### src/design/baeq_pkg.sv
// Package for the button auto-repeat event queue.
// Holds shared widths, codes, reset values and the lane result type.
// Depends on nothing; compile first.
package baeq_pkg;

    localparam int NUM_BUTTONS         = 5;
    localparam int COUNT_W             = 16;
    localparam int CODE_W              = 3;
    localparam int LEVEL_W             = NUM_BUTTONS;
    localparam int RANK_W              = 3;
    localparam int DEFAULT_QUEUE_DEPTH = 8;
    localparam int APB_ADDR_W          = 3;
    localparam int APB_DATA_W          = 32;

    localparam logic [COUNT_W-1:0] HOLD_RESET   = 16'd50;
    localparam logic [COUNT_W-1:0] REPEAT_RESET = 16'd10;
    localparam logic [COUNT_W-1:0] COUNT_MAX    = 16'hFFFF;

    localparam logic KIND_TICK = 1'b0;
    localparam logic KIND_POP  = 1'b1;

    localparam logic REG_HOLD   = 1'b0;
    localparam logic REG_REPEAT = 1'b1;

    typedef struct packed {
        logic               held;
        logic               cand;
        logic [COUNT_W-1:0] cnt_plain;
        logic [COUNT_W-1:0] cnt_push;
    } lane_res_t;

endpackage

### src/design/baeq_in_if.sv
// Input channel of the button auto-repeat event queue: valid, ready and one item.
// Depends on baeq_pkg.
interface baeq_in_if;
    import baeq_pkg::*;

    logic               valid;
    logic               ready;
    logic               kind;
    logic [LEVEL_W-1:0] button_levels;

    modport source (output valid, output kind, output button_levels, input ready);
    modport sink   (input valid, input kind, input button_levels, output ready);
endinterface

### src/design/baeq_out_if.sv
// Result channel of the button auto-repeat event queue: valid, ready and one result.
// Depends on baeq_pkg.
interface baeq_out_if;
    import baeq_pkg::*;

    logic               valid;
    logic               ready;
    logic [LEVEL_W-1:0] pressed_mask;
    logic [CODE_W-1:0]  press_code;
    logic               queue_full;
    logic               queue_empty;

    modport source (output valid, output pressed_mask, output press_code,
                    output queue_full, output queue_empty, input ready);
    modport sink   (input valid, input pressed_mask, input press_code,
                    input queue_full, input queue_empty, output ready);
endinterface

### src/design/baeq_lane.sv
// One button lane: next hold count, press candidate and post-repeat count.
// Depends on baeq_pkg.
module baeq_lane (
    input  logic                       pressed,
    input  logic [baeq_pkg::COUNT_W-1:0] count,
    input  logic [baeq_pkg::COUNT_W-1:0] hold_ticks,
    input  logic [baeq_pkg::COUNT_W-1:0] rpt_ticks,
    output baeq_pkg::lane_res_t        res
);
    import baeq_pkg::*;

    logic [COUNT_W-1:0] c_new;

    always_comb
    begin
        // saturating count while held, clear on release
        if (!pressed)
            c_new = '0;
        else if (count == COUNT_MAX)
            c_new = count;
        else
            c_new = count + 1'b1;

        res.held      = pressed;
        res.cand      = (c_new == COUNT_W'(1)) || (c_new > hold_ticks);
        res.cnt_plain = c_new;
        if (c_new > COUNT_W'(1))
            res.cnt_push = (c_new > rpt_ticks) ? (c_new - rpt_ticks) : '0;
        else
            res.cnt_push = c_new;
    end
endmodule

### src/design/baeq_merge.sv
// Merge stage: grants lane presses in button order against free queue space.
// Depends on baeq_pkg.
module baeq_merge #(
    parameter int QUEUE_DEPTH = baeq_pkg::DEFAULT_QUEUE_DEPTH
) (
    input  logic [baeq_pkg::NUM_BUTTONS-1:0]                         cand,
    input  logic [$clog2(QUEUE_DEPTH)-1:0]                           wr_idx,
    input  logic [$clog2(QUEUE_DEPTH+1)-1:0]                         fill,
    output logic [baeq_pkg::NUM_BUTTONS-1:0]                         grant,
    output logic [baeq_pkg::NUM_BUTTONS-1:0][$clog2(QUEUE_DEPTH)-1:0] pos,
    output logic [$clog2(QUEUE_DEPTH)-1:0]                           wr_next,
    output logic [$clog2(QUEUE_DEPTH+1)-1:0]                         fill_next
);
    import baeq_pkg::*;

    localparam int IDX_W = $clog2(QUEUE_DEPTH);
    localparam int CNT_W = $clog2(QUEUE_DEPTH + 1);
    localparam int SUM_W = ((IDX_W > RANK_W) ? IDX_W : RANK_W) + 1;
    localparam int CMP_W = (CNT_W > RANK_W) ? CNT_W : RANK_W;

    logic [CNT_W-1:0] free_slots;

    always_comb
    begin
        logic [RANK_W-1:0] rank;
        logic [SUM_W-1:0]  sum;

        free_slots = CNT_W'(QUEUE_DEPTH) - fill;
        rank       = '0;
        for (int i = 0; i < NUM_BUTTONS; i++)
        begin
            // slot offset is the number of earlier candidates
            sum = SUM_W'(wr_idx) + SUM_W'(rank);
            if (sum >= SUM_W'(QUEUE_DEPTH))
                sum = sum - SUM_W'(QUEUE_DEPTH);
            pos[i]   = sum[IDX_W-1:0];
            grant[i] = cand[i] && (CMP_W'(rank) < CMP_W'(free_slots));
            if (cand[i])
                rank = rank + 1'b1;
        end

        // granted count is the lesser of candidates and free slots
        if (CMP_W'(rank) > CMP_W'(free_slots))
            rank = RANK_W'(free_slots);

        sum = SUM_W'(wr_idx) + SUM_W'(rank);
        if (sum >= SUM_W'(QUEUE_DEPTH))
            sum = sum - SUM_W'(QUEUE_DEPTH);
        wr_next   = sum[IDX_W-1:0];
        fill_next = fill + CNT_W'(rank);
    end
endmodule

### src/design/button_autorepeat_event_queue.sv
// Button auto-repeat event queue. Each input word is either a tick carrying five
// active-low button levels or a pop. On a tick, five parallel lanes update the hold
// counts of the buttons; a lane raises a press on the first held tick and whenever
// its count passes hold_ticks, and the merge stage grants those presses in button
// order into a ring queue of QUEUE_DEPTH codes (code = button index plus one)
// until the queue is full, after which presses are dropped. Granted repeats lower
// the count by repeat_ticks, stopping at zero. A pop returns the oldest code, or 0
// on an empty queue. Every input word yields one result word: the held mask, the
// popped code and the full and empty flags after the word. Rate: one word per
// clock while ready is high, with combinational lane update and merge; each result
// is registered in the output buffer when its word is accepted. Two words deep, it lets
// input continue while one result waits, and ready drops only while both are occupied.
// The registers hold_ticks (address 0) and repeat_ticks (address 4) sit on the APB
// port, which never waits; write them only while the block is idle.
module button_autorepeat_event_queue #(
    parameter int QUEUE_DEPTH = baeq_pkg::DEFAULT_QUEUE_DEPTH
) (
    input  logic                            clk,
    input  logic                            rst_n,
    baeq_in_if.sink                         in_ch,
    baeq_out_if.source                      out_ch,
    input  logic                            psel,
    input  logic                            penable,
    input  logic                            pwrite,
    input  logic [baeq_pkg::APB_ADDR_W-1:0] paddr,
    input  logic [baeq_pkg::APB_DATA_W-1:0] pwdata,
    output logic [baeq_pkg::APB_DATA_W-1:0] prdata,
    output logic                            pready
);
    import baeq_pkg::*;

    localparam int IDX_W = $clog2(QUEUE_DEPTH);
    localparam int CNT_W = $clog2(QUEUE_DEPTH + 1);

    typedef struct packed {
        logic [LEVEL_W-1:0] pressed_mask;
        logic [CODE_W-1:0]  press_code;
        logic               queue_full;
        logic               queue_empty;
    } result_t;

    // configuration
    logic [COUNT_W-1:0] hold_reg;
    logic [COUNT_W-1:0] rpt_reg;
    logic               cfg_wr;

    // per-button and queue state
    logic [COUNT_W-1:0] cnt_reg [NUM_BUTTONS];
    logic [LEVEL_W-1:0] held_reg;
    logic [CODE_W-1:0]  store_reg [QUEUE_DEPTH];
    logic [IDX_W-1:0]   wr_reg;
    logic [IDX_W-1:0]   rd_reg;
    logic [CNT_W-1:0]   fill_reg;

    // lane and merge results
    lane_res_t                           lane_res [NUM_BUTTONS];
    logic [NUM_BUTTONS-1:0]              cand;
    logic [NUM_BUTTONS-1:0]              grant;
    logic [NUM_BUTTONS-1:0][IDX_W-1:0]   pos;
    logic [IDX_W-1:0]                    merge_wr;
    logic [CNT_W-1:0]                    merge_fill;

    // item decode and next state
    logic               accept;
    logic               is_tick;
    logic               pop_ok;
    logic [LEVEL_W-1:0] held_next;
    logic [IDX_W-1:0]   wr_next;
    logic [IDX_W-1:0]   rd_next;
    logic [CNT_W-1:0]   fill_next;
    result_t            res_new;

    // output buffer
    result_t out_reg;
    result_t skid_reg;
    logic    out_valid_reg;
    logic    skid_valid_reg;
    logic    out_pop;

    // ---------------------------------------------------------------- config
    assign cfg_wr = psel && penable && pwrite && pready;
    assign pready = 1'b1;
    assign prdata = APB_DATA_W'((paddr[APB_ADDR_W-1] == REG_REPEAT) ? rpt_reg : hold_reg);

    always_ff @(posedge clk or negedge rst_n)
    begin
        if (!rst_n)
        begin
            hold_reg <= HOLD_RESET;
            rpt_reg  <= REPEAT_RESET;
        end
        else if (cfg_wr)
        begin
            // upper data bits are ignored
            if (paddr[APB_ADDR_W-1] == REG_HOLD)
                hold_reg <= pwdata[COUNT_W-1:0];
            else
                rpt_reg <= pwdata[COUNT_W-1:0];
        end
    end

    // ---------------------------------------------------------------- lanes
    for (genvar g = 0; g < NUM_BUTTONS; g++)
    begin : g_lane
        baeq_lane u_lane (
            .pressed    (~in_ch.button_levels[g]),
            .count      (cnt_reg[g]),
            .hold_ticks (hold_reg),
            .rpt_ticks  (rpt_reg),
            .res        (lane_res[g])
        );
    end

    always_comb
    begin
        for (int i = 0; i < NUM_BUTTONS; i++)
        begin
            cand[i]      = lane_res[i].cand;
            held_next[i] = lane_res[i].held;
        end
    end

    baeq_merge #(
        .QUEUE_DEPTH (QUEUE_DEPTH)
    ) u_merge (
        .cand      (cand),
        .wr_idx    (wr_reg),
        .fill      (fill_reg),
        .grant     (grant),
        .pos       (pos),
        .wr_next   (merge_wr),
        .fill_next (merge_fill)
    );

    // ---------------------------------------------------------------- queue
    assign accept  = in_ch.valid && in_ch.ready;
    assign is_tick = (in_ch.kind == KIND_TICK);
    assign pop_ok  = !is_tick && (fill_reg != '0);
    assign rd_next = (rd_reg == IDX_W'(QUEUE_DEPTH - 1)) ? '0 : rd_reg + 1'b1;

    always_comb
    begin
        wr_next   = wr_reg;
        fill_next = fill_reg;
        if (is_tick)
        begin
            wr_next   = merge_wr;
            fill_next = merge_fill;
        end
        else if (pop_ok)
            fill_next = fill_reg - 1'b1;

        res_new.pressed_mask = is_tick ? held_next : held_reg;
        res_new.press_code   = pop_ok ? store_reg[rd_reg] : '0;
        res_new.queue_full   = (fill_next == CNT_W'(QUEUE_DEPTH));
        res_new.queue_empty  = (fill_next == '0);
    end

    always_ff @(posedge clk or negedge rst_n)
    begin
        if (!rst_n)
        begin
            for (int i = 0; i < NUM_BUTTONS; i++)
                cnt_reg[i] <= '0;
            held_reg <= '0;
            wr_reg   <= '0;
            rd_reg   <= '0;
            fill_reg <= '0;
        end
        else if (accept)
        begin
            wr_reg   <= wr_next;
            fill_reg <= fill_next;
            if (is_tick)
            begin
                held_reg <= held_next;
                // granted repeats take the reduced count; lost presses keep theirs
                for (int i = 0; i < NUM_BUTTONS; i++)
                    cnt_reg[i] <= grant[i] ? lane_res[i].cnt_push : lane_res[i].cnt_plain;
            end
            else if (pop_ok)
                rd_reg <= rd_next;
        end
    end

    // code store: no reset, entries are read only after being written
    always_ff @(posedge clk)
    begin
        if (accept && is_tick)
        begin
            for (int i = 0; i < NUM_BUTTONS; i++)
            begin
                if (grant[i])
                    store_reg[pos[i]] <= CODE_W'(i + 1);
            end
        end
    end

    // ---------------------------------------------------------------- output
    // Hold the head result in out_reg; park a second one in skid_reg while stalled.
    assign out_pop     = out_valid_reg && out_ch.ready;
    assign in_ch.ready = !skid_valid_reg;

    always_ff @(posedge clk or negedge rst_n)
    begin
        if (!rst_n)
        begin
            out_valid_reg  <= 1'b0;
            skid_valid_reg <= 1'b0;
        end
        else if (skid_valid_reg)
        begin
            if (out_pop)
            begin
                out_reg        <= skid_reg;
                skid_valid_reg <= 1'b0;
            end
        end
        else if (accept)
        begin
            if (!out_valid_reg || out_pop)
            begin
                out_reg       <= res_new;
                out_valid_reg <= 1'b1;
            end
            else
            begin
                skid_reg       <= res_new;
                skid_valid_reg <= 1'b1;
            end
        end
        else if (out_pop)
            out_valid_reg <= 1'b0;
    end

    assign out_ch.valid        = out_valid_reg;
    assign out_ch.pressed_mask = out_reg.pressed_mask;
    assign out_ch.press_code   = out_reg.press_code;
    assign out_ch.queue_full   = out_reg.queue_full;
    assign out_ch.queue_empty  = out_reg.queue_empty;
endmodule

### src/flat_wrapper.sv
// flat-port wrapper written by rule: the top's interface ports become plain ports
module button_autorepeat_event_queue_flat import baeq_pkg::*;
#(
    parameter int QUEUE_DEPTH = baeq_pkg::DEFAULT_QUEUE_DEPTH
)
  (clk, rst_n, psel, penable, pwrite, paddr, pwdata, prdata, pready, in_ch_valid, in_ch_kind, in_ch_button_levels, in_ch_ready, out_ch_valid, out_ch_pressed_mask, out_ch_press_code, out_ch_queue_full, out_ch_queue_empty, out_ch_ready);
  baeq_in_if in_ch_i ();
  baeq_out_if out_ch_i ();
  input  logic clk;
  input  logic rst_n;
  input  logic psel;
  input  logic penable;
  input  logic pwrite;
  input  logic [baeq_pkg::APB_ADDR_W-1:0] paddr;
  input  logic [baeq_pkg::APB_DATA_W-1:0] pwdata;
  output logic [baeq_pkg::APB_DATA_W-1:0] prdata;
  output logic pready;
  input wire logic [$bits(in_ch_i.valid)-1:0] in_ch_valid;
  input wire logic [$bits(in_ch_i.kind)-1:0] in_ch_kind;
  input wire logic [$bits(in_ch_i.button_levels)-1:0] in_ch_button_levels;
  output wire logic [$bits(in_ch_i.ready)-1:0] in_ch_ready;
  output wire logic [$bits(out_ch_i.valid)-1:0] out_ch_valid;
  output wire logic [$bits(out_ch_i.pressed_mask)-1:0] out_ch_pressed_mask;
  output wire logic [$bits(out_ch_i.press_code)-1:0] out_ch_press_code;
  output wire logic [$bits(out_ch_i.queue_full)-1:0] out_ch_queue_full;
  output wire logic [$bits(out_ch_i.queue_empty)-1:0] out_ch_queue_empty;
  input wire logic [$bits(out_ch_i.ready)-1:0] out_ch_ready;
  assign in_ch_i.valid = in_ch_valid;
  assign in_ch_i.kind = in_ch_kind;
  assign in_ch_i.button_levels = in_ch_button_levels;
  assign in_ch_ready = in_ch_i.ready;
  assign out_ch_valid = out_ch_i.valid;
  assign out_ch_pressed_mask = out_ch_i.pressed_mask;
  assign out_ch_press_code = out_ch_i.press_code;
  assign out_ch_queue_full = out_ch_i.queue_full;
  assign out_ch_queue_empty = out_ch_i.queue_empty;
  assign out_ch_i.ready = out_ch_ready;
  button_autorepeat_event_queue #(.QUEUE_DEPTH(QUEUE_DEPTH)) u_core (.clk(clk), .rst_n(rst_n), .in_ch(in_ch_i), .out_ch(out_ch_i), .psel(psel), .penable(penable), .pwrite(pwrite), .paddr(paddr), .pwdata(pwdata), .prdata(prdata), .pready(pready));
endmodule
### config.mk
export PLATFORM = sky130hd
export DESIGN_NAME = button_autorepeat_event_queue_flat
export DESIGN_NICKNAME = d
export VERILOG_FILES = /design/src/design/baeq_pkg.sv /design/src/design/baeq_in_if.sv /design/src/design/baeq_out_if.sv /design/src/design/baeq_lane.sv /design/src/design/baeq_merge.sv /design/src/design/button_autorepeat_event_queue.sv /design/src/flat_wrapper.sv
export SDC_FILE = /design/constraint.sdc
export NUM_CORES = 1
export LEC_CHECK = 0
export ABC_CLOCK_PERIOD_IN_PS = 24200
export BUFFER_PORTS_ARGS = -buffer_cell sky130_fd_sc_hd__buf_2
export CORE_AREA = 2 2 345 176
export CTS_CLUSTER_SIZE = 40
export DETAILED_ROUTE_END_ITERATION = 12
export DIE_AREA = 0 0 347 178
export SYNTH_ARGS = -nofsm -noshare
export SYNTH_HDL_FRONTEND = slang
export SYNTH_SLANG_ARGS = --single-unit
### constraint.sdc
create_clock -name clk -period 24.2 [get_ports clk]
set_input_delay 4.84 -clock clk [delete_from_list [all_inputs] [get_ports clk]]
set_output_delay 4.84 -clock clk [all_outputs]
set_load 0.005 [all_outputs]
Yosys cells after proc, flatten, opt, wreduce, memory -nomap -nowiden --
Memory sizes are Yosys's and may differ from the RTL's. Cells that the tools add are included.
Word-level totals: output and inout port bits 45, register bits 149, memory bits (writable) 24, logic and storage cells 201, memories kept 1, bits of input ports 48
Memory list:
- u_core.store_reg | words 8, width 3, rd ports 1, clocked after Yosys merged registers in 0, write ports 5, line button_autorepeat_event_queue.sv:50 | logic [CODE_W-1:0] store_reg [QUEUE_DEPTH];
Cells by class: bitwise operators 9, reduce and logical (&&, ||, !) cells 31, equal/unequal tests 14, mux-type cells 69, add/sub/neg operators 29, magnitude comparators 27
Operator list (number):
- 16-bit two-way mux | 26
- 16-bit greater-than comparator | 10
- 16-bit by 1-bit adder with 16-bit output, second input constant | 5
- 16-bit by 1-bit == test with 1-bit output, second input constant | 5
- 16-bit == test, second input constant | 5
- 16-bit by 1-bit greater-than comparator with 1-bit output, second input constant | 5
- 16-bit subtractor | 5
- 10-bit two-way mux | 4
- 3-bit two-way mux | 13
- 1-bit two-way mux | 23
- 4-bit greater-or-equal comparator, second input constant | 5
- 3-bit by 1-bit subtractor with 3-bit output, second input constant | 6
- 3-bit by 3-bit adder with 4-bit output | 4
- 3-bit by 4-bit < comparator with 1-bit output | 4
- 3-bit by 1-bit adder with 3-bit output, second input constant | 5
- 1-bit logical AND | 11
- 1-bit NOT | 9
- 4-bit two-way mux | 2
- 4-bit AND reduction | 2
- 1-bit logical OR | 6
- 2-bit AND reduction | 3
- 3-bit AND reduction | 2
- 2-bit nonzero test | 3
- 5-bit two-way mux | 1
- 13 further kinds | 15

Logic depth before layout (Yosys ltp) --
Gate-level depths: netlist of run 1.
depth in word-level cells 22, mapped depth 40

By module --
A second synthesis of run 1 with hierarchy kept.
Second synthesis, totals: cell total of the unflattened synthesis 2330, area total of the unflattened synthesis 19040.8 um^2
Modules (own cells, without submodules):
- button_autorepeat_event_queue | instances 1, area each 8378.0 um^2, cells each 790
- baeq_lane (u_core.g_lane[1].u_lane ...) | instances 2, area each 1921.8 um^2, cells each 290
- baeq_lane (u_core.g_lane[3].u_lane) | instances 1, area each 2095.8 um^2, cells each 291
- baeq_lane (u_core.g_lane[0].u_lane) | instances 1, area each 1915.6 um^2, cells each 288
- baeq_lane (u_core.g_lane[2].u_lane) | instances 1, area each 1898.1 um^2, cells each 281
- baeq_merge | instances 1, area each 909.6 um^2, cells each 100

Least setup slack after synthesis of run 1 --
No wires, ideal clock.
path kind input to register, start point input in_ch_button_levels[0], end point register u_core.out_reg, in the netlist u_core.out_ch.queue_full (data pin), stages on the path 31, path slack 12.217 ns, path buffers 3, arrival 11.723 ns, path through clkbuf_1 -> clkbuf_1 -> nor2_1 -> ha_1 -> nand4_1 -> or3_1 -> or3_1 -> o31a_1 -> a31o_2 -> or2_1 -> buf_4 -> ha_1 -> xnor2_1 -> ha_1 -> mux2_2 -> ha_1 -> nand2_1 -> o21ai_0 -> ha_1 -> nor2b_1 -> o21a_1 -> o21ai_0 -> a31oi_1 -> mux2_2 -> ha_1 -> a21o_1 -> a21oi_1 -> xor2_1 -> o22ai_1 -> nor2b_1 -> mux2_2
RTL lines:
- start: declaration | line flat_wrapper.sv:20 | input wire logic [$bits(in_ch_i.button_levels)-1:0] in_ch_button_levels;
- end signal: assignment | line button_autorepeat_event_queue.sv:215 | out_reg <= skid_reg;
- end signal: assignment | line button_autorepeat_event_queue.sv:223 | out_reg <= res_new;
- end: declaration | line button_autorepeat_event_queue.sv:74 | result_t out_reg;

==> results of run 1 <==
==> routing by layer <==
metal | wire (um) | vias to the layer above | global-route usage | share of wire
li1 | - | 7844 | - | -
met1 | 31420 | 8206 | 0.3176 | 0.50
met2 | 22160 | 830 | 0.2464 | 0.35
met3 | 8506 | 35 | 0.07810 | 0.14
met4 | 494 | 2 | 0.02772 | 0.0079
met5 | 38 | - | 0.004710 | 0.00061
==> kinds of logic after synthesis <==
logic type | count (synthesis) | share of synthesized area
multiplexers | 82 | 0.05474
other | 2 | 0.0004301
flip-flops | 173 | 0.2471
AO/OA/AOI/OAI | 532 | 0.2055
AND/OR/NAND/NOR | 797 | 0.2337
buffers and inverters | 206 | 0.05087
adder cells (fa/ha/maj) | 200 | 0.1476
XOR/XNOR | 118 | 0.06005
==> power groups by stage <==
stage	Combinational (mW)	Sequential, mW	Clock [mW]
5_1_grt	1.69	0.553	0.307
4_1_cts	1.49	0.531	0.295
3_5_place_dp	1.49	0.536	0
3_3_place_gp	1.44	0.530	0
6_report	1.54	0.535	0.292
2_1_floorplan	1.11	0.473	0
==> worst max path at each step <==
stage,cells past startpoint,endpoint,from,slack (ns)
finish,30,u_core.out_ch.queue_full,in_ch_button_levels[0],11.43
global route,30,u_core.out_ch.queue_full,in_ch_button_levels[0],10.99
CTS,30,u_core.out_ch.queue_full,in_ch_button_levels[0],11.54
detailed placement,30,u_core.out_ch.queue_full,in_ch_button_levels[0],11.07
global placement,30,u_core.out_ch.queue_full,in_ch_button_levels[0],11.26
floorplan,31,u_core.out_ch.queue_full,in_ch_button_levels[0],12.22
==> cells in the final DEF (no fill, tap or decap), types with 12 or more instances in the layout <==
master,n
ha_1,190
nand2_1,186
nor2_1,181
dfrtp_1,124
a21oi_1,121
o21ai_0,107
inv_1,105
nand3_1,87
xnor2_1,62
buf_2,56
xor2_1,54
nand4_1,50
mux2_2,48
a21o_1,47
nor3_1,47
a31oi_1,36
and3_1,35
or3_1,34
a221oi_1,30
buf_4,29
mux2i_1,28
nor2b_1,25
dfxtp_1,24
nor4_1,22
and2_1,21
nand2b_1,20
o21a_1,20
edfxtp_1,20
and4_1,19
or2_2,18
conb_1,17
clkbuf_16,17
o21bai_1,16
o211ai_1,15
a211oi_1,13
a311oi_1,13
a211o_1,12
==> synth_stat cells (8+ instances only) <==
cell,n
a211oi_1,13
a21o_1,47
nor3b_1,8
a41oi_1,9
xor2_1,54
o21bai_1,16
nor3_1,48
a21oi_1,121
nand2b_1,21
nor2b_1,25
or2_2,18
a221oi_1,30
o211ai_1,15
o221ai_1,9
clkbuf_1,59
dfxtp_1,24
edfxtp_1,20
inv_1,105
o31ai_1,10
a211o_1,12
and4_1,19
buf_4,19
and3_1,35
o21a_1,20
nor2_1,182
or3_1,34
nor4_1,23
a311oi_1,13
ha_1,190
o21ai_0,107
and2_1,21
nand4_1,50
mux2i_1,28
nand3_1,87
mux2_2,48
a31oi_1,36
o22ai_1,11
nand2_1,186
buf_2,16
dfrtp_1,124
fa_1,10
xnor2_1,62
==> stage by stage <==
stage                     cells  hold WS, ns
after floorplan            2125       0.4376
after global placement     2890       0.4649
after detailed placement   2890       0.4728
after CTS                  2922       0.4910
after global routing       2922       0.5223
final                      2922       0.4865
==> cell type report <==
cell class / instances / area (um2)
Tap cell: 780 / 975.9
Clock inverter: 15 / 155.1
Sequential cell: 173 / 4315
Fill cell: 6061 / 39610
Timing Repair Buffer: 86 / 509.2
Clock buffer: 17 / 425.4
Inverter: 105 / 394.1
Multi-Input combinational cell: 1746 / 12340
==> tightest hold or removal path: cells and delay by family, from the launching register on <==
kind	cells	cell delay (ns)
AO/OA/AOI/OAI	1	0.06
flip-flops	1	0.35
AND/OR/NAND/NOR	1	0.04
==> summary.txt, run 1 <==
Outcome
  • Status: finished, final reports clean

Worst hold path
  • Hold Path Class: flip-flop to flip-flop
  • Hold Path End: u_core.held_reg[3]
  • Hold depth: 2
  • Min-delay src: u_core.held_reg[3]

Synthesis
  • Largest cells by area after synthesis: dfrtp_1 (18%), ha_1 (14%), nand2_1 (4.0%)
  • Sequential fraction of the synthesis area: 0.2471
  • Synth cell types: 92
  • YS warnings: 0
  • Async set-reset flop share out of synthesis: 0.7457
  • Main synth FF type: dfrtp_1
  • Number of flops mapped to enable cells by yosys: 20
  • Synth Instances: 2110
  • FF+latch count, synth: 173
  • Cell Area, Synth: 0.01746 mm2
  • Area leader, netlist: dfrtp_1
  • Synth top area share: 0.1777
  • Mapped Avg Cell Area: 8.276 um2

Timing
  • Final max-slew violation count: 0
  • Fmax: 78.30 MHz
  • Clock Skew: 0.02226 ns
  • Setup TNS Final: 0 ns
  • Final setup violation count: 0
  • Fin worst setup slack: 11.43 ns
  • Fin. Hold Viols: 0
  • RSZ-0062 raised after global routing: false
  • Fin crit share: 0.5278
  • Min Tclk post-route: 12.77 ns
  • Worst relative slew slack: 0.2029
  • Worst-margin pin slew: 1.193 ns

Drt
  • DR DRC count: 0
  • Initial DRC count: 2133
  • TritonRoute pass-1 iters: 5
  • Drt total wl: 62.62 mm
  • Via count: 16.92k
  • WL/cell: 21.43 um
  • Final ANT Viol Nets: 0
  • Via density: 5.790

Die
  • IO Pins: 93
  • Die W: 347 um
  • Core Box Area: 0.05873 mm2
  • Die height: 178 um
  • Initial core utilization: 0.2973
  • Die ar.: 0.06177 mm2
  • Std cell rows: 63

Worst setup path
  • CP top delay family: adder cells
  • RR Endpoint: u_core.out_ch.queue_full
  • R2R cell count: 35
  • Crit. End Element: flip-flop
  • Critical path peak fanout: 23
  • Req. time, crit path: 24.42 ns
  • CP dominant cell by count: ha_1
  • Setup CP Type: input pin to flip-flop
  • Slowest-stage cell, CP: xnor2_1
  • Max stage delay on crit path: 0.58 ns
  • Worst path arrival time: 12.99 ns
  • Reg2Reg Launch Point: u_core.cnt_reg[48]
  • R2R Setup Slk: 13.97 ns
  • Critical path buffers and inverters: 1
  • Worst setup SP type: input pin

Place
  • Port-buffer cells: 57
  • Placed inst area: 0.01853 mm2
  • Final GP Congestion: 0.9530
  • Pre-CTS setup slack: 11.07 ns
  • Post-DP HPWL: 49.22 mm

Clock network
  • Clock Path Buffers: 2
  • Post-CTS setup buffer count: 0
  • Clock Sinks: 173
  • Root Driver: clkbuf_16
  • CTS Buf Count: 17
  • H-tree depth: 4
  • CTS tree: done
  • CTS Hold Bufs: 0
  • Clock-pin slew on the worst setup and hold paths: 0.08 ns
  • Clock latency at the later pin of the worst-skew pair: 0.48 ns
  • # resized after CTS: 0

Global route
  • Initial antenna violation count: 3
  • Largest net degree at the start of global routing: 80
  • Gr usage total: 0.2002
  • Grt total ovfl: 0
  • First-pass GRT wire length: 94.64 mm
  • Vias in the first global route: 15.37k

Power and ir drop
  • Logic pwr share: 0.650
  • Sw frac: 0.5231
  • Total power: 2.367 mW
  • Clock power share: 0.123
  • Sequential share of power: 0.226
  • Sw power: 1.238 mW
  • Peak supply drop: 63.59 uV
  • PD cells: 123.8 mW/mm2
  • Int Pwr: 1.129 mW
  • Leakage power: 8.251 nW

Cells and area
  • Ant. Diodes: 0
  • Layout cells sized above 1: 0.1041
  • Number of flip-flops in the largest register: 80
  • # nets final: 2377
  • Synth-to-Final Area Change: 9.472%
  • Final core occ: 0.3255
  • Finished layout cell area: 0.01912 mm2

Flow run
  • Max-cap violations: 0
No activity file was read; power rests on OpenSTA's default activity.
==> inputs of run 2 (changes only) <==
ABC_CLOCK_PERIOD_IN_PS = 13000   (was 24200)
clock period = 13 ns   (was 24.2 ns; I/O delays follow)
==> summary.txt, run 2 (same netlist as run 1, synthesis figures left out) <==
Clock network
  • Clock Path Buffers: 2
  • Post-CTS setup buffer count: 0
  • H-tree depth: 4
  • CTS Hold Bufs: 0
  • Root Driver: clkbuf_16
  • CTS Buf Count: 17
  • Clock latency at the later pin of the worst-skew pair: 0.49 ns
  • # resized after CTS: 0
  • Clock Sinks: 173
  • CTS tree: done
  • Clock-pin slew on the worst setup and hold paths: 0.09 ns

Timing
  • Fin. Hold Viols: 0
  • Fmax: 94.89 MHz
  • Setup TNS Final: 0 ns
  • Fin crit share: 0.8106
  • RSZ-0062 raised after global routing: false
  • Worst-margin pin slew: 1.448 ns
  • Clock Skew: 0.03063 ns
  • Final max-slew violation count: 0
  • Min Tclk post-route: 10.54 ns
  • Worst relative slew slack: 0.02550
  • Final setup violation count: 0

Cells and area
  • Layout cells sized above 1: 0.1044
  • Commonest non-fill, non-tap cell in the layout: ha_1
  • Filler instances: 6162
  • Synth-to-Final Area Change: 9.673%
  • Commonest cells after routing, fill and taps aside: ha_1 (190), nand2_1 (186), nor2_1 (181)
  • Number of flip-flops in the largest register: 80
  • # nets final: 2381

Worst setup path
  • Slowest-stage cell, CP: xnor2_1
  • Crit. End Element: flip-flop
  • R2R Setup Slk: 3.31 ns
  • Critical path buffers and inverters: 1
  • Setup CP Type: input pin to flip-flop
  • WP depth: 30
  • CP dominant cell by count: ha_1
  • CP top delay family: compound AO/OA/AOI/OAI gates
  • Reg2Reg Launch Point: u_core.cnt_reg[50]
  • Critical path peak fanout: 23
  • RR Endpoint: u_core.out_ch.queue_full
  • Max stage delay on crit path: 0.60 ns
  • Worst setup SP type: input pin
  • Req. time, crit path: 13.23 ns
  • Worst path arrival time: 10.77 ns
  • R2R cell count: 34

Place
  • Final GP Congestion: 0.9711
  • Post-DP HPWL: 50.05 mm
  • Port-buffer cells: 57

Die
  • Initial core utilization: 0.2973
  • Die ar.: 0.06177 mm2
  • IO Pins: 93
  • Die W: 347 um
  • Std cell rows: 63
  • Die height: 178 um
  • Core Box Area: 0.05873 mm2

Drt
  • TritonRoute pass-1 iters: 8
  • Via count: 17.00k
  • Via density: 5.805
  • DR DRC count: 0
  • Initial DRC count: 2153
  • Final ANT Viol Nets: 0
  • WL/cell: 21.59 um
  • Drt total wl: 63.25 mm

Worst hold path
  • Hold Path End: u_core.held_reg[0]
  • Hold depth: 2
  • Hold Path Class: flip-flop to flip-flop
  • Min-delay src: u_core.held_reg[0]

Power and ir drop
  • PD cells: 231.0 mW/mm2
  • Peak supply drop: 109.5 uV
  • Leakage power: 8.275 nW
  • Total power: 4.423 mW

Global route
  • Gr usage total: 0.2021
  • Grt total ovfl: 0
  • Initial antenna violation count: 4
  • Vias in the first global route: 15.73k
  • First-pass GRT wire length: 94.96 mm
  • Largest net degree at the start of global routing: 80

Outcome
  • Failing checks: max-capacitance violations
  • Status: complete, but fails checks

Flow run
  • Max-cap violations: 1
==> run 2: report_power, final <==
group	leakage [nW]	internal [mW]	total [mW]	switching, mW
clock	0.285	0.291	0.546	0.255
sequential	1.98	0.742	1.00	0.258
combinational	6.01	1.11	2.88	1.77
total	8.28	2.14	4.42	2.28
==> run 2: final cells by class <==
class	instances	area, um2	share of cell area
tap	780	975.9	0.05096
sequential	173	4315	0.2253
clock inverter	12	137.6	0.007187
timing repair buffer	90	539.3	0.02816
inverter	105	394.1	0.02058
multi-input combinational	1746	12330	0.6441
antenna	3	7.507	0.0003920
clock buffer	20	446.7	0.02332
==> run 2: worst reg2reg max path: cells and delay by family (launching register included) <==
kind / cells / cell delay (ns)
adder cells (fa/ha/maj): 6 / 2.02
AO/OA/AOI/OAI: 12 / 2.37
flip-flops: 1 / 0.53
multiplexers: 3 / 1.01
XOR/XNOR: 3 / 0.87
AND/OR/NAND/NOR: 10 / 2.67
==> run 2: per-layer routing <==
metal,routed length [um],global-route usage
met1,30730,0.3081
met3,8869,0.08822
met2,22660,0.2506
met5,10,0.002355
met4,986,0.04293
==> run 2: stage by stage <==
| stage | area (um2) | hold slack, ns | setup slack [ns] | utilization | cells |
|---|---|---|---|---|---|
| 3_5_place_dp | 18560 | 0.4730 | 2.151 | 0.3160 | 2894 |
| 2_1_floorplan | 17520 | 0.4376 | 3.257 | - | 2125 |
| 5_1_grt | 19140 | 0.5163 | 2.033 | 0.3260 | 2926 |
| 4_1_cts | 19140 | 0.4925 | 2.628 | 0.3260 | 2926 |
| 6_report | 19150 | 0.4888 | 2.462 | 0.3261 | 2929 |
| 3_3_place_gp | 18560 | 0.4652 | 2.381 | 0.3160 | 2894 |
==> run 2: worst max-delay path by stage <==
stage | slack [ns] | startpoint | endpoint
3_3_place_gp | 2.38 | in_ch_button_levels[0] | u_core.out_ch.queue_full
2_1_floorplan | 3.26 | in_ch_button_levels[0] | u_core.out_ch.queue_full
6_report | 2.46 | in_ch_button_levels[0] | u_core.out_ch.queue_full
4_1_cts | 2.63 | in_ch_button_levels[0] | u_core.out_ch.queue_full
5_1_grt | 2.03 | in_ch_button_levels[0] | u_core.out_ch.queue_full
3_5_place_dp | 2.15 | in_ch_button_levels[0] | u_core.out_ch.queue_full
